==> src/mbse_pkg.sv <==
// shared constants, types and helpers of the border skirt extruder
`default_nettype none

package mbse_pkg;

    localparam int MAX_LAYERS = 16;
    localparam int INDEX_BITS = 24;
    localparam int IDX_W      = INDEX_BITS;
    localparam int LCNT_W     = 5;
    localparam int LAYER_W    = $clog2(MAX_LAYERS);
    localparam int POS_W      = 32;
    localparam int VEC_W      = 16;
    localparam int FRAC_SH    = 14;
    localparam int MUL_A_W    = POS_W + 2;
    localparam int PROD_W     = MUL_A_W + VEC_W;
    localparam int TERM_W     = PROD_W - FRAC_SH;
    localparam int SUM_W      = TERM_W + 2;
    localparam int TRI_W      = $clog2(MAX_LAYERS * (MAX_LAYERS + 1) / 2 + 1);
    localparam int NCOMP      = 3;
    localparam int COMP_W     = $clog2(NCOMP);
    localparam int ADDR_W     = 5;
    localparam int DATA_W     = 32;

    typedef enum logic [2:0] {
        REG_LAYER_COUNT  = 3'd0,
        REG_DISPLACEMENT = 3'd1,
        REG_OFFSET       = 3'd2,
        REG_DROP         = 3'd3,
        REG_BASE_COUNT   = 3'd4,
        REG_LOOP_LENGTH  = 3'd5
    } t_reg_idx;

    typedef struct packed {
        logic                     busy;
        logic [LCNT_W-1:0]        layers;
        logic signed [POS_W-1:0]  drop;
        logic [IDX_W-1:0]         base;
        logic [IDX_W-1:0]         loop_len;
        logic signed [POS_W-1:0]  bt_step;
        logic signed [POS_W-1:0]  n_step;
    } t_cfg;

    function automatic logic signed [POS_W-1:0] sat_pos(input logic signed [SUM_W-1:0] x);
        logic signed [SUM_W-1:0] hi;
        logic signed [SUM_W-1:0] lo;
        logic signed [POS_W-1:0] r;
        hi = {{(SUM_W-POS_W+1){1'b0}}, {(POS_W-1){1'b1}}};
        lo = {{(SUM_W-POS_W+1){1'b1}}, {(POS_W-1){1'b0}}};
        if (x > hi) begin
            r = hi[POS_W-1:0];
        end else if (x < lo) begin
            r = lo[POS_W-1:0];
        end else begin
            r = x[POS_W-1:0];
        end
        return r;
    endfunction

endpackage

`default_nettype wire

==> src/mbse_if.sv <==
// item and result channel interfaces of the border skirt extruder
`default_nettype none

interface mbse_item_if;
    logic                                     valid;
    logic                                     ready;
    logic [mbse_pkg::IDX_W-1:0]               vertex_index;
    logic [mbse_pkg::IDX_W-1:0]               next_vertex_index;
    logic signed [mbse_pkg::POS_W-1:0]        pos_x;
    logic signed [mbse_pkg::POS_W-1:0]        pos_y;
    logic signed [mbse_pkg::POS_W-1:0]        pos_z;
    logic signed [mbse_pkg::VEC_W-1:0]        normal_x;
    logic signed [mbse_pkg::VEC_W-1:0]        normal_y;
    logic signed [mbse_pkg::VEC_W-1:0]        normal_z;
    logic signed [mbse_pkg::VEC_W-1:0]        bitangent_x;
    logic signed [mbse_pkg::VEC_W-1:0]        bitangent_y;
    logic signed [mbse_pkg::VEC_W-1:0]        bitangent_z;

    modport source (
        output valid, vertex_index, next_vertex_index, pos_x, pos_y, pos_z,
               normal_x, normal_y, normal_z, bitangent_x, bitangent_y, bitangent_z,
        input  ready
    );
    modport sink (
        input  valid, vertex_index, next_vertex_index, pos_x, pos_y, pos_z,
               normal_x, normal_y, normal_z, bitangent_x, bitangent_y, bitangent_z,
        output ready
    );
endinterface

interface mbse_result_if;
    logic                                     valid;
    logic                                     ready;
    logic signed [mbse_pkg::POS_W-1:0]        vertex_x;
    logic signed [mbse_pkg::POS_W-1:0]        vertex_y;
    logic signed [mbse_pkg::POS_W-1:0]        vertex_z;
    logic [mbse_pkg::IDX_W-1:0]               prev_index;
    logic [mbse_pkg::IDX_W-1:0]               new_index;
    logic [mbse_pkg::IDX_W-1:0]               next_new_index;
    logic [mbse_pkg::IDX_W-1:0]               next_prev_index;
    logic                                     last_layer;

    modport source (
        output valid, vertex_x, vertex_y, vertex_z, prev_index, new_index,
               next_new_index, next_prev_index, last_layer,
        input  ready
    );
    modport sink (
        input  valid, vertex_x, vertex_y, vertex_z, prev_index, new_index,
               next_new_index, next_prev_index, last_layer,
        output ready
    );
endinterface

`default_nettype wire

==> src/mbse_div.sv <==
// iterative signed by unsigned divider, one quotient bit per cycle, truncating
`default_nettype none

module mbse_div (
    input  logic                                i_clk,
    input  logic                                i_rst_n,
    input  logic                                i_start,
    input  logic signed [mbse_pkg::POS_W-1:0]   i_dividend,
    input  logic [mbse_pkg::TRI_W-1:0]          i_divisor,
    output logic                                o_done,
    output logic signed [mbse_pkg::POS_W-1:0]   o_quotient
);

    localparam int CNT_W = $clog2(mbse_pkg::POS_W);

    logic                          r_busy;
    logic                          r_done;
    logic [CNT_W-1:0]              r_cnt;
    logic [mbse_pkg::TRI_W-1:0]    r_rem;
    logic [mbse_pkg::TRI_W-1:0]    r_div;
    logic [mbse_pkg::POS_W-1:0]    r_q;
    logic                          r_neg;

    logic [mbse_pkg::TRI_W:0]      w_cand;
    logic [mbse_pkg::TRI_W:0]      w_diff;
    logic                          w_ge;
    logic [mbse_pkg::POS_W-1:0]    w_mag;

    assign w_cand = {r_rem, r_q[mbse_pkg::POS_W-1]};
    assign w_ge   = w_cand >= {1'b0, r_div};
    assign w_diff = w_cand - {1'b0, r_div};
    assign w_mag  = i_dividend[mbse_pkg::POS_W-1] ? (~i_dividend + 1'b1) : i_dividend;

    always_ff @(posedge i_clk) begin
        if (!i_rst_n) begin
            r_busy <= 1'b0;
            r_done <= 1'b0;
            r_cnt  <= '0;
        end else begin
            r_done <= 1'b0;
            if (i_start) begin
                r_busy <= 1'b1;
                r_cnt  <= CNT_W'(mbse_pkg::POS_W - 1);
            end else if (r_busy) begin
                r_cnt <= r_cnt - 1'b1;
                if (r_cnt == '0) begin
                    r_busy <= 1'b0;
                    r_done <= 1'b1;
                end
            end
        end
    end

    always_ff @(posedge i_clk) begin
        if (i_start) begin
            r_rem <= '0;
            r_div <= i_divisor;
            r_q   <= w_mag;
            r_neg <= i_dividend[mbse_pkg::POS_W-1];
        end else if (r_busy) begin
            r_rem <= w_ge ? w_diff[mbse_pkg::TRI_W-1:0] : w_cand[mbse_pkg::TRI_W-1:0];
            r_q   <= {r_q[mbse_pkg::POS_W-2:0], w_ge};
        end
    end

    assign o_done     = r_done;
    assign o_quotient = r_neg ? $signed(~r_q + 1'b1) : $signed(r_q);

endmodule

`default_nettype wire

==> src/mbse_cfg.sv <==
// configuration registers and step setup through the shared divider
`default_nettype none

module mbse_cfg (
    input  logic                            i_clk,
    input  logic                            i_rst_n,
    input  logic                            psel,
    input  logic                            penable,
    input  logic                            pwrite,
    input  logic [mbse_pkg::ADDR_W-1:0]     paddr,
    input  logic [mbse_pkg::DATA_W-1:0]     pwdata,
    output logic [mbse_pkg::DATA_W-1:0]     prdata,
    output logic                            pready,
    output mbse_pkg::t_cfg                  o_cfg
);

    typedef enum logic [4:0] {
        CS_IDLE    = 5'b00001,
        CS_START_B = 5'b00010,
        CS_WAIT_B  = 5'b00100,
        CS_START_N = 5'b01000,
        CS_WAIT_N  = 5'b10000
    } t_cfg_state;

    t_cfg_state                         r_state;
    t_cfg_state                         n_state;
    logic [mbse_pkg::LCNT_W-1:0]        r_layer_count;
    logic signed [mbse_pkg::POS_W-1:0]  r_disp;
    logic signed [mbse_pkg::POS_W-1:0]  r_offset;
    logic signed [mbse_pkg::POS_W-1:0]  r_drop;
    logic [mbse_pkg::IDX_W-1:0]         r_base;
    logic [mbse_pkg::IDX_W-1:0]         r_loop_len;
    logic signed [mbse_pkg::POS_W-1:0]  r_bt_step;
    logic signed [mbse_pkg::POS_W-1:0]  r_n_step;

    logic                               w_wr;
    mbse_pkg::t_reg_idx                 w_idx;
    logic [mbse_pkg::LCNT_W-1:0]        w_layers;
    logic [mbse_pkg::IDX_W-1:0]         w_len;
    logic [2*mbse_pkg::LCNT_W-1:0]      w_tri_prod;
    logic [mbse_pkg::TRI_W-1:0]         w_tri;
    logic                               w_div_start;
    logic signed [mbse_pkg::POS_W-1:0]  w_div_num;
    logic [mbse_pkg::TRI_W-1:0]         w_div_den;
    logic                               w_div_done;
    logic signed [mbse_pkg::POS_W-1:0]  w_div_quot;

    assign w_wr   = psel & penable & pwrite;
    assign w_idx  = mbse_pkg::t_reg_idx'(paddr[mbse_pkg::ADDR_W-1:2]);
    assign pready = 1'b1;

    always_ff @(posedge i_clk) begin
        if (!i_rst_n) begin
            r_layer_count <= mbse_pkg::LCNT_W'(1);
            r_disp        <= '0;
            r_offset      <= '0;
            r_drop        <= '0;
            r_base        <= '0;
            r_loop_len    <= mbse_pkg::IDX_W'(1);
        end else if (w_wr) begin
            case (w_idx)
                mbse_pkg::REG_LAYER_COUNT:  r_layer_count <= pwdata[mbse_pkg::LCNT_W-1:0];
                mbse_pkg::REG_DISPLACEMENT: r_disp        <= pwdata;
                mbse_pkg::REG_OFFSET:       r_offset      <= pwdata;
                mbse_pkg::REG_DROP:         r_drop        <= pwdata;
                mbse_pkg::REG_BASE_COUNT:   r_base        <= pwdata[mbse_pkg::IDX_W-1:0];
                mbse_pkg::REG_LOOP_LENGTH:  r_loop_len    <= pwdata[mbse_pkg::IDX_W-1:0];
                default: ;
            endcase
        end
    end

    always_comb begin
        case (w_idx)
            mbse_pkg::REG_LAYER_COUNT:  prdata = mbse_pkg::DATA_W'(r_layer_count);
            mbse_pkg::REG_DISPLACEMENT: prdata = r_disp;
            mbse_pkg::REG_OFFSET:       prdata = r_offset;
            mbse_pkg::REG_DROP:         prdata = r_drop;
            mbse_pkg::REG_BASE_COUNT:   prdata = mbse_pkg::DATA_W'(r_base);
            mbse_pkg::REG_LOOP_LENGTH:  prdata = mbse_pkg::DATA_W'(r_loop_len);
            default:                    prdata = '0;
        endcase
    end

    // clamped layer count, loop length and triangle number
    always_comb begin
        if (r_layer_count == '0) begin
            w_layers = mbse_pkg::LCNT_W'(1);
        end else if (r_layer_count > mbse_pkg::LCNT_W'(mbse_pkg::MAX_LAYERS)) begin
            w_layers = mbse_pkg::LCNT_W'(mbse_pkg::MAX_LAYERS);
        end else begin
            w_layers = r_layer_count;
        end
    end

    assign w_len      = (r_loop_len == '0) ? mbse_pkg::IDX_W'(1) : r_loop_len;
    assign w_tri_prod = (2*mbse_pkg::LCNT_W)'(w_layers)
                      * ((2*mbse_pkg::LCNT_W)'(w_layers) + (2*mbse_pkg::LCNT_W)'(1));
    assign w_tri      = w_tri_prod[mbse_pkg::TRI_W:1];

    always_comb begin
        n_state = r_state;
        if (w_wr) begin
            n_state = CS_START_B;
        end else begin
            unique case (r_state)
                CS_IDLE:    n_state = CS_IDLE;
                CS_START_B: n_state = CS_WAIT_B;
                CS_WAIT_B:  if (w_div_done) n_state = CS_START_N;
                CS_START_N: n_state = CS_WAIT_N;
                CS_WAIT_N:  if (w_div_done) n_state = CS_IDLE;
                default:    n_state = CS_IDLE;
            endcase
        end
    end

    always_ff @(posedge i_clk) begin
        if (!i_rst_n) begin
            r_state   <= CS_IDLE;
            r_bt_step <= '0;
            r_n_step  <= '0;
        end else begin
            r_state <= n_state;
            if (r_state == CS_WAIT_B && w_div_done) begin
                r_bt_step <= w_div_quot;
            end
            if (r_state == CS_WAIT_N && w_div_done) begin
                r_n_step <= w_div_quot;
            end
        end
    end

    assign w_div_start = (r_state == CS_START_B) || (r_state == CS_START_N);
    assign w_div_num   = (r_state == CS_START_B) ? r_disp : r_offset;
    assign w_div_den   = (r_state == CS_START_B) ? mbse_pkg::TRI_W'(w_layers) : w_tri;

    mbse_div u_div (
        .i_clk      (i_clk),
        .i_rst_n    (i_rst_n),
        .i_start    (w_div_start),
        .i_dividend (w_div_num),
        .i_divisor  (w_div_den),
        .o_done     (w_div_done),
        .o_quotient (w_div_quot)
    );

    assign o_cfg.busy     = (r_state != CS_IDLE) | w_wr;
    assign o_cfg.layers   = w_layers;
    assign o_cfg.drop     = r_drop;
    assign o_cfg.base     = r_base;
    assign o_cfg.loop_len = w_len;
    assign o_cfg.bt_step  = r_bt_step;
    assign o_cfg.n_step   = r_n_step;

endmodule

`default_nettype wire

==> src/mbse_core.sv <==
// layer sequencer around one shared multiplier, with the result register
`default_nettype none

module mbse_core (
    input  logic            i_clk,
    input  logic            i_rst_n,
    input  mbse_pkg::t_cfg  i_cfg,
    mbse_item_if.sink       i_item,
    mbse_result_if.source   o_result
);

    typedef enum logic [4:0] {
        ST_IDLE  = 5'b00001,
        ST_BT    = 5'b00010,
        ST_MUL   = 5'b00100,
        ST_DRAIN = 5'b01000,
        ST_EMIT  = 5'b10000
    } t_core_state;

    localparam logic [mbse_pkg::COMP_W-1:0] LAST_COMP = mbse_pkg::COMP_W'(mbse_pkg::NCOMP - 1);

    t_core_state                          r_state;
    t_core_state                          n_state;
    logic [mbse_pkg::COMP_W-1:0]          r_cnt;
    logic [mbse_pkg::LAYER_W-1:0]         r_k;
    logic [mbse_pkg::IDX_W-1:0]           r_border;
    logic                                 r_wb_valid;
    logic                                 r_wb_bt;
    logic [mbse_pkg::COMP_W-1:0]          r_wb_c;
    logic                                 r_out_valid;

    logic signed [mbse_pkg::POS_W-1:0]    r_pos [mbse_pkg::NCOMP];
    logic signed [mbse_pkg::VEC_W-1:0]    r_nv  [mbse_pkg::NCOMP];
    logic signed [mbse_pkg::VEC_W-1:0]    r_bv  [mbse_pkg::NCOMP];
    logic signed [mbse_pkg::TERM_W-1:0]   r_bt  [mbse_pkg::NCOMP];
    logic signed [mbse_pkg::MUL_A_W-1:0]  r_dn;
    logic signed [mbse_pkg::MUL_A_W-1:0]  r_nacc;
    logic signed [mbse_pkg::PROD_W-1:0]   r_prod;
    logic [mbse_pkg::IDX_W-1:0]           r_prev_self;
    logic [mbse_pkg::IDX_W-1:0]           r_prev_next;
    logic [mbse_pkg::IDX_W-1:0]           r_base;
    logic [mbse_pkg::IDX_W-1:0]           r_j;
    logic [mbse_pkg::IDX_W-1:0]           r_jn;
    logic signed [mbse_pkg::POS_W-1:0]    r_out_v [mbse_pkg::NCOMP];
    logic [mbse_pkg::IDX_W-1:0]           r_out_prev;
    logic [mbse_pkg::IDX_W-1:0]           r_out_new;
    logic [mbse_pkg::IDX_W-1:0]           r_out_next_new;
    logic [mbse_pkg::IDX_W-1:0]           r_out_next_prev;
    logic                                 r_out_last;

    logic                                 w_accept;
    logic                                 w_out_free;
    logic                                 w_load;
    logic                                 w_last;
    logic [mbse_pkg::IDX_W-1:0]           w_j;
    logic [mbse_pkg::IDX_W:0]             w_j_inc;
    logic [mbse_pkg::IDX_W-1:0]           w_jn;
    logic [mbse_pkg::IDX_W-1:0]           w_new;
    logic [mbse_pkg::IDX_W-1:0]           w_next_new;
    logic signed [mbse_pkg::MUL_A_W-1:0]  w_ns_ext;
    logic signed [mbse_pkg::MUL_A_W-1:0]  w_drop_ext;
    logic signed [mbse_pkg::MUL_A_W-1:0]  w_nacc_inc;
    logic signed [mbse_pkg::MUL_A_W-1:0]  w_mul_a;
    logic signed [mbse_pkg::VEC_W-1:0]    w_mul_b;
    logic signed [mbse_pkg::PROD_W-1:0]   w_prod;
    logic signed [mbse_pkg::TERM_W-1:0]   w_term;
    logic signed [mbse_pkg::POS_W-1:0]    w_pos_c;
    logic signed [mbse_pkg::TERM_W-1:0]   w_bt_c;
    logic signed [mbse_pkg::SUM_W-1:0]    w_sum;

    assign w_accept   = i_item.valid & i_item.ready;
    assign w_out_free = !r_out_valid | o_result.ready;
    assign w_load     = (r_state == ST_EMIT) & w_out_free;
    assign w_last     = (mbse_pkg::LCNT_W'(r_k) + mbse_pkg::LCNT_W'(1)) == i_cfg.layers;

    assign i_item.ready = (r_state == ST_IDLE) & !i_cfg.busy;

    // border position, restarted when the loop was shortened
    assign w_j     = (r_border >= i_cfg.loop_len) ? '0 : r_border;
    assign w_j_inc = {1'b0, w_j} + (mbse_pkg::IDX_W+1)'(1);
    assign w_jn    = (w_j_inc >= {1'b0, i_cfg.loop_len}) ? '0 : w_j_inc[mbse_pkg::IDX_W-1:0];

    assign w_new      = r_base + r_j;
    assign w_next_new = r_base + r_jn;

    assign w_ns_ext   = {{(mbse_pkg::MUL_A_W-mbse_pkg::POS_W){i_cfg.n_step[mbse_pkg::POS_W-1]}},
                         i_cfg.n_step};
    assign w_drop_ext = {{(mbse_pkg::MUL_A_W-mbse_pkg::POS_W){i_cfg.drop[mbse_pkg::POS_W-1]}},
                         i_cfg.drop};
    assign w_nacc_inc = r_nacc + w_ns_ext;

    // shared multiplier operands
    always_comb begin
        if (r_state == ST_BT) begin
            w_mul_a = {{(mbse_pkg::MUL_A_W-mbse_pkg::POS_W){i_cfg.bt_step[mbse_pkg::POS_W-1]}},
                       i_cfg.bt_step};
            w_mul_b = r_bv[r_cnt];
        end else begin
            w_mul_a = r_dn;
            w_mul_b = r_nv[r_cnt];
        end
    end

    assign w_prod  = w_mul_a * w_mul_b;
    assign w_term  = r_prod[mbse_pkg::PROD_W-1:mbse_pkg::FRAC_SH];
    assign w_pos_c = r_pos[r_wb_c];
    assign w_bt_c  = r_bt[r_wb_c];
    assign w_sum   = {{(mbse_pkg::SUM_W-mbse_pkg::POS_W){w_pos_c[mbse_pkg::POS_W-1]}}, w_pos_c}
                   + {{(mbse_pkg::SUM_W-mbse_pkg::TERM_W){w_bt_c[mbse_pkg::TERM_W-1]}}, w_bt_c}
                   + {{(mbse_pkg::SUM_W-mbse_pkg::TERM_W){w_term[mbse_pkg::TERM_W-1]}}, w_term};

    always_comb begin
        n_state = r_state;
        unique case (r_state)
            ST_IDLE:  if (w_accept) n_state = ST_BT;
            ST_BT:    if (r_cnt == LAST_COMP) n_state = ST_MUL;
            ST_MUL:   if (r_cnt == LAST_COMP) n_state = ST_DRAIN;
            ST_DRAIN: n_state = ST_EMIT;
            ST_EMIT:  if (w_load) n_state = w_last ? ST_IDLE : ST_MUL;
            default:  n_state = ST_IDLE;
        endcase
    end

    always_ff @(posedge i_clk) begin
        if (!i_rst_n) begin
            r_state     <= ST_IDLE;
            r_cnt       <= '0;
            r_k         <= '0;
            r_border    <= '0;
            r_wb_valid  <= 1'b0;
            r_out_valid <= 1'b0;
        end else begin
            r_state    <= n_state;
            r_wb_valid <= (r_state == ST_BT) || (r_state == ST_MUL);
            if ((r_state == ST_BT) || (r_state == ST_MUL)) begin
                r_cnt <= (r_cnt == LAST_COMP) ? '0 : r_cnt + 1'b1;
            end
            if (w_accept) begin
                r_k      <= '0;
                r_border <= w_jn;
            end else if (w_load && !w_last) begin
                r_k <= r_k + 1'b1;
            end
            if (w_load) begin
                r_out_valid <= 1'b1;
            end else if (o_result.ready) begin
                r_out_valid <= 1'b0;
            end
        end
    end

    always_ff @(posedge i_clk) begin
        r_prod  <= w_prod;
        r_wb_bt <= (r_state == ST_BT);
        r_wb_c  <= r_cnt;
        if (w_accept) begin
            r_pos[0]    <= i_item.pos_x;
            r_pos[1]    <= i_item.pos_y;
            r_pos[2]    <= i_item.pos_z;
            r_nv[0]     <= i_item.normal_x;
            r_nv[1]     <= i_item.normal_y;
            r_nv[2]     <= i_item.normal_z;
            r_bv[0]     <= i_item.bitangent_x;
            r_bv[1]     <= i_item.bitangent_y;
            r_bv[2]     <= i_item.bitangent_z;
            r_prev_self <= i_item.vertex_index;
            r_prev_next <= i_item.next_vertex_index;
            r_base      <= i_cfg.base;
            r_j         <= w_j;
            r_jn        <= w_jn;
            r_nacc      <= w_ns_ext;
            r_dn        <= w_ns_ext + w_drop_ext;
        end
        if (r_wb_valid) begin
            if (r_wb_bt) begin
                r_bt[r_wb_c] <= w_term;
            end else begin
                r_pos[r_wb_c] <= mbse_pkg::sat_pos(w_sum);
            end
        end
        if (w_load) begin
            r_out_v[0]      <= r_pos[0];
            r_out_v[1]      <= r_pos[1];
            r_out_v[2]      <= r_pos[2];
            r_out_prev      <= r_prev_self;
            r_out_new       <= w_new;
            r_out_next_new  <= w_next_new;
            r_out_next_prev <= r_prev_next;
            r_out_last      <= w_last;
            r_prev_self     <= w_new;
            r_prev_next     <= w_next_new;
            if (!w_last) begin
                r_base <= r_base + i_cfg.loop_len;
                r_nacc <= w_nacc_inc;
                r_dn   <= w_nacc_inc;
            end
        end
    end

    assign o_result.valid           = r_out_valid;
    assign o_result.vertex_x        = r_out_v[0];
    assign o_result.vertex_y        = r_out_v[1];
    assign o_result.vertex_z        = r_out_v[2];
    assign o_result.prev_index      = r_out_prev;
    assign o_result.new_index       = r_out_new;
    assign o_result.next_new_index  = r_out_next_new;
    assign o_result.next_prev_index = r_out_next_prev;
    assign o_result.last_layer      = r_out_last;

`ifndef SYNTHESIS
    a_busy_blocks: assert property (@(posedge i_clk) disable iff (!i_rst_n)
        i_cfg.busy |-> !i_item.ready)
        else $error("item taken while steps are being set up");

    a_accept_start: assert property (@(posedge i_clk) disable iff (!i_rst_n)
        w_accept |=> (r_state == ST_BT) && (r_k == '0))
        else $error("accepted item did not start at layer zero");

    a_wb_source: assert property (@(posedge i_clk) disable iff (!i_rst_n)
        r_wb_valid |-> $past((r_state == ST_BT) || (r_state == ST_MUL)))
        else $error("writeback without a product issued");

    a_emit_settled: assert property (@(posedge i_clk) disable iff (!i_rst_n)
        (r_state == ST_EMIT) |-> !r_wb_valid)
        else $error("result loaded while a writeback is pending");

    a_last_idle: assert property (@(posedge i_clk) disable iff (!i_rst_n)
        (w_load && w_last) |=> (r_state == ST_IDLE) && r_out_valid && r_out_last)
        else $error("final layer did not close the item");
`endif

endmodule

`default_nettype wire

==> src/mesh_border_skirt_extruder_unit.sv <==
// top level of the mesh border skirt extruder
//
// i_item carries one border vertex per item (valid/ready); o_result gives one
// new skirt vertex and its triangle corner indices per layer, L results per
// item, the last one flagged by last_layer. Registers are written over the
// APB-style port, pready is always high.
// The next item is taken only after the last layer of an item is loaded:
// a single shared multiplier forms the three bitangent terms once per item
// and three normal terms per layer, each layer then passes a drain state
// and a load of the result register. The first result passes the bitangent,
// multiply, drain and emit states and can wait in emit for the result register.
// Every register write restarts the step setup in the one-bit-per-cycle
// divider, and i_item.ready stays low until both steps are set.
// Reset is synchronous: registers take their reset values, steps and the
// border position are zero, no item is in flight and o_result.valid is low.
// When the receiver holds o_result.ready low, the result register keeps its
// item and the sequencer waits before loading the next layer.

`default_nettype none

module mesh_border_skirt_extruder_unit (
    input  logic                            i_clk,
    input  logic                            i_rst_n,
    mbse_item_if.sink                       i_item,
    mbse_result_if.source                   o_result,
    input  logic                            psel,
    input  logic                            penable,
    input  logic                            pwrite,
    input  logic [mbse_pkg::ADDR_W-1:0]     paddr,
    input  logic [mbse_pkg::DATA_W-1:0]     pwdata,
    output logic [mbse_pkg::DATA_W-1:0]     prdata,
    output logic                            pready
);

    mbse_pkg::t_cfg w_cfg;

    mbse_cfg u_cfg (
        .i_clk   (i_clk),
        .i_rst_n (i_rst_n),
        .psel    (psel),
        .penable (penable),
        .pwrite  (pwrite),
        .paddr   (paddr),
        .pwdata  (pwdata),
        .prdata  (prdata),
        .pready  (pready),
        .o_cfg   (w_cfg)
    );

    mbse_core u_core (
        .i_clk    (i_clk),
        .i_rst_n  (i_rst_n),
        .i_cfg    (w_cfg),
        .i_item   (i_item),
        .o_result (o_result)
    );

endmodule

`default_nettype wire
==> src/flat_wrapper.sv <==
// flat-port wrapper written by rule: the top's interface ports become plain ports
module mesh_border_skirt_extruder_unit_flat 
  (i_clk, i_rst_n, psel, penable, pwrite, paddr, pwdata, prdata, pready, i_item_valid, i_item_vertex_index, i_item_next_vertex_index, i_item_pos_x, i_item_pos_y, i_item_pos_z, i_item_normal_x, i_item_normal_y, i_item_normal_z, i_item_bitangent_x, i_item_bitangent_y, i_item_bitangent_z, i_item_ready, o_result_valid, o_result_vertex_x, o_result_vertex_y, o_result_vertex_z, o_result_prev_index, o_result_new_index, o_result_next_new_index, o_result_next_prev_index, o_result_last_layer, o_result_ready);
  mbse_item_if i_item_i ();
  mbse_result_if o_result_i ();
  input  logic i_clk;
  input  logic i_rst_n;
  input  logic psel;
  input  logic penable;
  input  logic pwrite;
  input  logic [mbse_pkg::ADDR_W-1:0] paddr;
  input  logic [mbse_pkg::DATA_W-1:0] pwdata;
  output logic [mbse_pkg::DATA_W-1:0] prdata;
  output logic pready;
  input wire logic [$bits(i_item_i.valid)-1:0] i_item_valid;
  input wire logic [$bits(i_item_i.vertex_index)-1:0] i_item_vertex_index;
  input wire logic [$bits(i_item_i.next_vertex_index)-1:0] i_item_next_vertex_index;
  input wire logic [$bits(i_item_i.pos_x)-1:0] i_item_pos_x;
  input wire logic [$bits(i_item_i.pos_y)-1:0] i_item_pos_y;
  input wire logic [$bits(i_item_i.pos_z)-1:0] i_item_pos_z;
  input wire logic [$bits(i_item_i.normal_x)-1:0] i_item_normal_x;
  input wire logic [$bits(i_item_i.normal_y)-1:0] i_item_normal_y;
  input wire logic [$bits(i_item_i.normal_z)-1:0] i_item_normal_z;
  input wire logic [$bits(i_item_i.bitangent_x)-1:0] i_item_bitangent_x;
  input wire logic [$bits(i_item_i.bitangent_y)-1:0] i_item_bitangent_y;
  input wire logic [$bits(i_item_i.bitangent_z)-1:0] i_item_bitangent_z;
  output wire logic [$bits(i_item_i.ready)-1:0] i_item_ready;
  output wire logic [$bits(o_result_i.valid)-1:0] o_result_valid;
  output wire logic [$bits(o_result_i.vertex_x)-1:0] o_result_vertex_x;
  output wire logic [$bits(o_result_i.vertex_y)-1:0] o_result_vertex_y;
  output wire logic [$bits(o_result_i.vertex_z)-1:0] o_result_vertex_z;
  output wire logic [$bits(o_result_i.prev_index)-1:0] o_result_prev_index;
  output wire logic [$bits(o_result_i.new_index)-1:0] o_result_new_index;
  output wire logic [$bits(o_result_i.next_new_index)-1:0] o_result_next_new_index;
  output wire logic [$bits(o_result_i.next_prev_index)-1:0] o_result_next_prev_index;
  output wire logic [$bits(o_result_i.last_layer)-1:0] o_result_last_layer;
  input wire logic [$bits(o_result_i.ready)-1:0] o_result_ready;
  assign i_item_i.valid = i_item_valid;
  assign i_item_i.vertex_index = i_item_vertex_index;
  assign i_item_i.next_vertex_index = i_item_next_vertex_index;
  assign i_item_i.pos_x = i_item_pos_x;
  assign i_item_i.pos_y = i_item_pos_y;
  assign i_item_i.pos_z = i_item_pos_z;
  assign i_item_i.normal_x = i_item_normal_x;
  assign i_item_i.normal_y = i_item_normal_y;
  assign i_item_i.normal_z = i_item_normal_z;
  assign i_item_i.bitangent_x = i_item_bitangent_x;
  assign i_item_i.bitangent_y = i_item_bitangent_y;
  assign i_item_i.bitangent_z = i_item_bitangent_z;
  assign i_item_ready = i_item_i.ready;
  assign o_result_valid = o_result_i.valid;
  assign o_result_vertex_x = o_result_i.vertex_x;
  assign o_result_vertex_y = o_result_i.vertex_y;
  assign o_result_vertex_z = o_result_i.vertex_z;
  assign o_result_prev_index = o_result_i.prev_index;
  assign o_result_new_index = o_result_i.new_index;
  assign o_result_next_new_index = o_result_i.next_new_index;
  assign o_result_next_prev_index = o_result_i.next_prev_index;
  assign o_result_last_layer = o_result_i.last_layer;
  assign o_result_i.ready = o_result_ready;
  mesh_border_skirt_extruder_unit u_core (.i_clk(i_clk), .i_rst_n(i_rst_n), .i_item(i_item_i), .o_result(o_result_i), .psel(psel), .penable(penable), .pwrite(pwrite), .paddr(paddr), .pwdata(pwdata), .prdata(prdata), .pready(pready));
endmodule
==> config.mk <==
export PLATFORM = sky130hd
export DESIGN_NAME = mesh_border_skirt_extruder_unit_flat
export DESIGN_NICKNAME = d
export VERILOG_FILES = /design/src/mbse_pkg.sv /design/src/mbse_if.sv /design/src/mbse_div.sv /design/src/mbse_cfg.sv /design/src/mbse_core.sv /design/src/mesh_border_skirt_extruder_unit.sv /design/src/flat_wrapper.sv
export SDC_FILE = /design/constraint.sdc
export NUM_CORES = 2
export LEC_CHECK = 0
export ABC_AREA = 1
export BUFFER_PORTS_ARGS = -buffer_cell sky130_fd_sc_hd__buf_2
export CELL_PAD_IN_SITES_DETAIL_PLACEMENT = 0
export CELL_PAD_IN_SITES_GLOBAL_PLACEMENT = 2
export CORE_ASPECT_RATIO = 0.5
export CORE_MARGIN = 10
export CORE_UTILIZATION = 41
export CTS_CLUSTER_SIZE = 14
export DETAILED_ROUTE_END_ITERATION = 10
export PLACE_DENSITY_LB_ADDON = 0.25
export RECOVER_POWER = 100
export SKIP_CTS_REPAIR_TIMING = 1
export SYNTH_ARGS = -nofsm -noshare
export SYNTH_HDL_FRONTEND = slang
export SYNTH_SLANG_ARGS = --single-unit
==> constraint.sdc <==
create_clock -name i_clk -period 16.15 [get_ports i_clk]
set_clock_uncertainty 0.05 [all_clocks]
set_input_delay 3.23 -clock i_clk [delete_from_list [all_inputs] [get_ports i_clk]]
set_output_delay 3.23 -clock i_clk [all_outputs]
set_load 0.03 [all_outputs]
# Word-level counts from Yosys, hierarchy flattened
# Memories as Yosys holds them, arrays and structs flattened. A register that Yosys moved wholly into a read port is not among the register bits.
# Index checks and enable logic that the tools add are counted.
[classes] addsub=16 mul=2 n_div=0 magnitude_cmp=6 eq_ne=25 n_shift=0 mux=65 bitwise=11 reduce_logical=27
[ops] cell="32-bit 2-to-1 mux" count=9
[ops] cell="24-bit 2-to-1 mux" count=10
[ops] cell="34-bit 2-to-1 mux" count=7
[ops] cell="32-bit case mux with 6 select lines" count=1
[ops] cell="24-bit adder" count=3
[ops] cell="32-bit by 1-bit adder with 32-bit output (second input constant)" count=2
[ops] cell="32-bit inverter" count=2
[ops] cell="5-bit 2-to-1 mux" count=11
[ops] cell="34-bit by 16-bit multiplier with 50-bit output" count=1
[ops] cell="37-bit by 36-bit adder with 38-bit output" count=1
[ops] cell="38-bit by 32-bit greater-than comparator with 1-bit output (second input constant)" count=1
[ops] cell="38-bit by 32-bit < comparator with 1-bit output (second input constant)" count=1
[ops] cell="32-bit by 36-bit adder with 37-bit output" count=1
[ops] cell="34-bit by 32-bit adder with 34-bit output" count=1
[ops] cell="32-bit by 32-bit adder with 33-bit output" count=1
[ops] cell="24-bit by 1-bit adder with 25-bit output (second input constant)" count=1
[ops] cell="25-bit by 24-bit greater-or-equal comparator with 1-bit output" count=1
[ops] cell="5-bit case mux with 5 select lines" count=1
[ops] cell="24-bit greater-or-equal comparator" count=1
[ops] cell="24-bit zero test" count=1
[ops] cell="5-bit case mux with 4 select lines" count=1
[ops] cell="1-bit 2-to-1 mux" count=16
[ops] cell="16-bit 2-to-1 mux" count=1
[ops] cell="2-bit AND reduction" count=8
[ops] cell="38 further kinds" count=69
[totals] reg_bits=649 latch_bits=0 ram_bits=396 rom_bits=0 out_inout_bits=228 wordCells=196 n_memories=5
[mem_list] name="u_core.u_core.r_bt" words=3 width=36 rd=1 rd_ports_with_merged_regs=1 write_ports=1 line="mbse_core.sv:35" source="logic signed [mbse_pkg::TERM_W-1:0] r_bt [mbse_pkg::NCOMP];"
[mem_list] name="u_core.u_core.r_out_v" words=3 width=32 rd=3 rd_ports_with_merged_regs=0 write_ports=3 line="mbse_core.sv:44" source="logic signed [mbse_pkg::POS_W-1:0] r_out_v [mbse_pkg::NCOMP];"
[mem_list] name="u_core.u_core.r_pos" words=3 width=32 rd=4 rd_ports_with_merged_regs=1 write_ports=4 line="mbse_core.sv:32" source="logic signed [mbse_pkg::POS_W-1:0] r_pos [mbse_pkg::NCOMP];"
[mem_list] name="u_core.u_core.r_bv" words=3 width=16 rd=1 rd_ports_with_merged_regs=1 write_ports=3 line="mbse_core.sv:34" source="logic signed [mbse_pkg::VEC_W-1:0] r_bv [mbse_pkg::NCOMP];"
[mem_list] name="u_core.u_core.r_nv" words=3 width=16 rd=1 rd_ports_with_merged_regs=1 write_ports=3 line="mbse_core.sv:33" source="logic signed [mbse_pkg::VEC_W-1:0] r_nv [mbse_pkg::NCOMP];"

# Depth between registers and ports, before layout
[depth] word_depth=9 depth_mapped=39 depth_no_buf=37

# Modules after synthesis
# A second synthesis with hierarchy kept.
[unflattened] cells_unflattened=9047 hier_area_um2=75921.6
[modules_own_cells] mod="mbse_core" n_inst=1 cells_per_inst=6899 area_each_um2=60989.7 seq_area_each_um2=22051.1
[modules_own_cells] mod="mbse_cfg" n_inst=1 cells_per_inst=1487 area_each_um2=10284.9 seq_area_each_um2=4364.2
[modules_own_cells] mod="mbse_div" n_inst=1 cells_per_inst=661 area_each_um2=4647.0 seq_area_each_um2=1531.5

# Worst setup path before layout
# No wires, ideal clock.
[synth_timing] path_kind="input port to flip-flop" startpoint="input o_result_ready" endpoint="register u_core.u_core.r_out_last, in the netlist u_core.u_core.o_result.last_layer, enable pin" setup_time_ns=0.632 t_arrival_ns=8.873 required_time_ns=15.468 slack_ns=6.594 cell_stages=3 n_path_buf=1 cell_sequence="nor2_1 nor2_1 clkbuf_1"
[synth_between] elab_chain_len=2
[synth_rtl] item="start, declared" line="flat_wrapper.sv:37" source="input wire logic [$bits(o_result_i.ready)-1:0] o_result_ready;"
[synth_rtl] item="1-bit OR" line="mbse_core.sv:72" source="assign w_out_free = !r_out_valid | o_result.ready;"
[synth_rtl] item="1-bit AND" line="mbse_core.sv:73" source="assign w_load = (r_state == ST_EMIT) & w_out_free;"
[synth_rtl] item="named net u_core.u_core.w_load" line="mbse_core.sv:53" source="logic w_load;"
[synth_rtl] item="end signal, assigned" line="mbse_core.sv:189" source="r_out_last <= w_last;"
[synth_rtl] item="end, declared" line="mbse_core.sv:49" source="logic r_out_last;"
# The timed path passes the listed nets, and every way through them passes these cells.
# A chain may end at the register's enable or synchronous reset.

# Worst setup path after layout
[layout_timing] startpoint="register u_core.u_core.r_state[3]" endpoint="register u_core.u_core.r_prod[44] (netlist name)"
[layout_between] elab_chain_len=3 elab_cells_between_ends=4 cone_classes="1 x mul; 1 x eq/ne; 2 x mux"
[layout_rtl] item="start, declared" line="mbse_core.sv:22" source="t_core_state r_state;"
[layout_rtl] item="start signal, assigned" line="mbse_core.sv:133" source="r_state <= n_state;"
[layout_rtl] item="5-bit by 2-bit equality test with 1-bit output (*)" line="mbse_core.sv:94" source="if (r_state == ST_BT) begin"
[layout_rtl] item="34-bit 2-to-1 mux or 16-bit 2-to-1 mux (tied branches)" line="mbse_core.sv:94"
[layout_rtl] item="34-bit by 16-bit multiplier with 50-bit output (*)" line="mbse_core.sv:104" source="assign w_prod = w_mul_a * w_mul_b;"
[layout_rtl] item="named net u_core.u_core.w_prod, one bit" line="mbse_core.sv:65" source="logic signed [mbse_pkg::PROD_W-1:0] w_prod;"
[layout_rtl] item="end signal, assigned" line="mbse_core.sv:153" source="r_prod <= w_prod;"
[layout_rtl] item="end, declared" line="mbse_core.sv:38" source="logic signed [mbse_pkg::PROD_W-1:0] r_prod;"
# Mark *: on every way through the listed nets, which the timed path passes. The rest lies on a longest branch.

==> flow_metrics.env <==
export IMPL_grt_pass1_vias=60800
export IMPL_cpMostUsedCell="fa_1"
export IMPL_synth_top_cell_area_share=0.267
export IMPL_worstSkewPairLatency_ns=0.74
export IMPL_antenna_found_initial=9
export IMPL_drt_initial_drc_count=4739
export IMPL_seq_area_frac_synth=0.375
export IMPL_library_cell_used_as_clock_root_buffer="clkbuf_16"
export IMPL_synthArstFlopShare=0
export IMPL_setup_repair_after_global_routing_missed_its_margin="false"
export IMPL_critical_path_endpoint_type="register"
export IMPL_run_status="complete, but fails checks"
export IMPL_yosysWarningCount=0
export IMPL_totalNegativeSetupSlack_ns=0
export IMPL_hold_viol=0
export IMPL_cts_tree="yes"
export IMPL_min_path_type="register to register"
export IMPL_route_detailed_drc=0
export IMPL_timing_max_slew_rel_slack=-1.62
export IMPL_h_tree_level_count=3
export IMPL_final_layout_size_suffix_gt1_frac=0.0614
export IMPL_die_width_um=623
export IMPL_maximum_number_of_pins_on_one_net_before_global_route_repair=90
export IMPL_whs_ns=0.326
export IMPL_top_level_ports=512
export IMPL_path_clk_slew_ns=0.07
export IMPL_clock_tree_buffer_depth=3
export IMPL_grt_pass1_wl_um=382000
export IMPL_row_count=110
export IMPL_numClockSinks=1065
export IMPL_die_height_um=321
export IMPL_dp_hpwl_um=199000
export IMPL_detail_route_antenna_nets=0
export IMPL_pre_cts_slack_ns=7.06
export IMPL_slowest_delay_ns=2.53
export IMPL_synth_edff_count=662
export IMPL_initial_utilization=0.413
export IMPL_worstPathMaxFanout=71
export IMPL_grt_remaining_overflow=0
export IMPL_worst_endpoint_arrival_ns=12.22
export IMPL_tritoncts_num_buffers=103
export IMPL_number_of_distinct_library_cells_after_synthesis=66
export IMPL_drv_max_cap_violation_count=37
export IMPL_ys_seq_elements=1065
export IMPL_critical_path_required_ns=16.68
export IMPL_placeableCoreArea_mm2=0.180
export IMPL_globalRouteTotalUtil=0.247
export IMPL_worst_path_max_delay_cell="clkbuf_1"
export IMPL_average_footprint_of_a_synthesized_cell_um2=8.50
export IMPL_routed_wl_per_cell_um=21.8
export IMPL_layout_nets=10400
export IMPL_synthesis_area_mm2=0.0745
export IMPL_tightestPinTransition_ns=3.93
export IMPL_numPortBuffers=508
export IMPL_timing_final_crit_share=0.724
export IMPL_drtPass1Iterations=6
export IMPL_setup_viol_count_final=0
export IMPL_layout_setup_ws_ns=4.46
export IMPL_violations_in_the_final_reports="capacitance limit, slew limit"
export IMPL_synthTopCellsByArea="edfxtp_1 27%, fa_1 15%, dfxtp_1 11%"
export IMPL_yosys_area_top_type="edfxtp_1"
export IMPL_viasPerCell=5.17
export IMPL_area_growth_syn_to_layout_pct=10.3
export IMPL_die_area_mm2=0.200
export IMPL_period_minus_slack_ns=11.69
export IMPL_clock_fmax_ghz=0.0855
export IMPL_timing_rr_start="u_core.u_core.r_state[3]$_SDFFE_PN0P_"
export IMPL_worst_hold_startpoint="u_core.u_core.r_cnt[1]$_SDFFE_PN0P_"
export IMPL_globalplace_congestion=0.912
export IMPL_crit_path_start_kind="register"
export IMPL_wl_um=255000
export IMPL_timing_setup_critical_path_class="register to register"
export IMPL_num_vias=60300
export IMPL_netlist_instances=8766
export IMPL_timing_critical_path_from="u_core.u_core.r_state[3]$_SDFFE_PN0P_"
export IMPL_final_max_slew_violation_count=1776
export IMPL_postSynth_topFlopCell="edfxtp_1"
==> cell type report <==
class,count,area [um^2]
fillers,18400,98100
multi-input cells,6055,40000
flip-flops and latches,1065,27900
inverters,1327,4980
well taps,2408,3010
repair buffers,620,2950
clock buffers,143,2900
clock inverters,44,433
diodes,10,25.0
==> layout by cell type (no fill, tap or decap), types with 21 or more instances in the layout <==
master / n
nor2_1: 931
a31oi_1: 35
nor4_1: 26
buf_4: 77
ha_1: 367
xnor2_1: 59
nand2_1: 2026
dfxtp_1: 403
a22oi_1: 69
o21ai_0: 602
clkbuf_16: 106
xor2_1: 144
o21ai_1: 36
o21a_1: 21
a21o_1: 26
a21oi_1: 485
o21bai_1: 21
nor3_1: 43
inv_1: 1299
clkbuf_1: 302
clkinv_1: 32
a221oi_1: 23
buf_2: 267
nand4_1: 82
o211ai_1: 33
fa_1: 566
nand3_1: 252
edfxtp_1: 662
o311ai_0: 28
==> worst paths after layout <==
path | to | slack [ns] | depth (start not counted)
setup reg to reg | u_core.u_core.r_prod[44]$_DFF_P_ | 4.46 | 28
hold / removal | u_core.u_core.r_wb_c[1]$_DFF_P_ | 0.33 | 0
hold reg to reg | u_core.u_core.r_wb_c[1]$_DFF_P_ | 0.33 | 0
setup / recovery | u_core.u_core.r_prod[44]$_DFF_P_ | 4.46 | 28
==> Yosys cell counts (all sizes together), types with 84 or more instances <==
library cell,count
nand3,255
clkbuf,242
nand2,2032
dfxtp,403
a21oi,487
ha,367
o21ai,647
fa,566
edfxtp,662
inv,1309
nand4,84
xor2,144
nor2,951
==> flip-flops by register name (all words and copies together), names as in the netlist, 32 cells and up, named ones only <==
| name | cells |
|---|---|
| u_core.u_core.r_nacc | 34 |
| u_core.u_core.r_bv | 48 |
| u_core.u_core.r_out_v | 96 |
| u_core.u_cfg.r_bt_step | 32 |
| u_core.u_core.r_prod | 36 |
| u_core.u_core.r_nv | 48 |
| u_core.u_core.r_dn | 34 |
| u_core.u_core.r_bt | 108 |
| u_core.u_cfg.r_drop | 32 |
| u_core.u_cfg.r_disp | 32 |
| u_core.u_cfg.u_div.r_q | 32 |
| u_core.u_core.r_pos | 128 |
| u_core.u_cfg.r_offset | 32 |
| u_core.u_cfg.r_n_step | 32 |
==> layer usage <==
layer / track usage / vias to the layer above / share of wire
met2: 0.427 / 1541 / 0.48
met1: 0.326 / 29300 / 0.44
met3: 0.0297 / 347 / 0.047
met5: 0 / - / 0.000051
met4: 0.0722 / 2 / 0.032
li1: - / 29100 / -
==> critical path, delay by kind of cell, from the launching register on <==
| kind | cells | cell delay (ns) |
|---|---|---|
| compound gates | 6 | 1.92 |
| xor+xnor | 1 | 0.17 |
| fa+ha+maj | 7 | 3.34 |
| buf+inv | 6 | 3.75 |
| flops | 1 | 0.37 |
| simple gates | 8 | 1.87 |
==> through the flow <==
| step | util | cells | instance area (um^2) |
|---|---|---|---|
| after floorplan | - | 8768 | 74500 |
| after global placement | 0.442 | 11500 | 79600 |
| after detailed placement | 0.442 | 11500 | 79600 |
| after CTS | 0.460 | 11700 | 83000 |
| after global routing | 0.456 | 11700 | 82200 |
| final | 0.456 | 11700 | 82200 |
==> cells by family after synthesis <==
logic type                 share of synthesized area
DFF                                            0.375
muxes                                        0.00175
adders and majority gates                      0.214
and+or+nand+nor                                0.190
other                                       0.000101
xor gates and xnor gates                      0.0239
AOI/OAI and AO/OA                              0.110
buffers and inverters                         0.0857
Power is left out: the tool's default activity adds up to more than one toggle a clock period on the data nets, which glitch-free logic cannot reach.
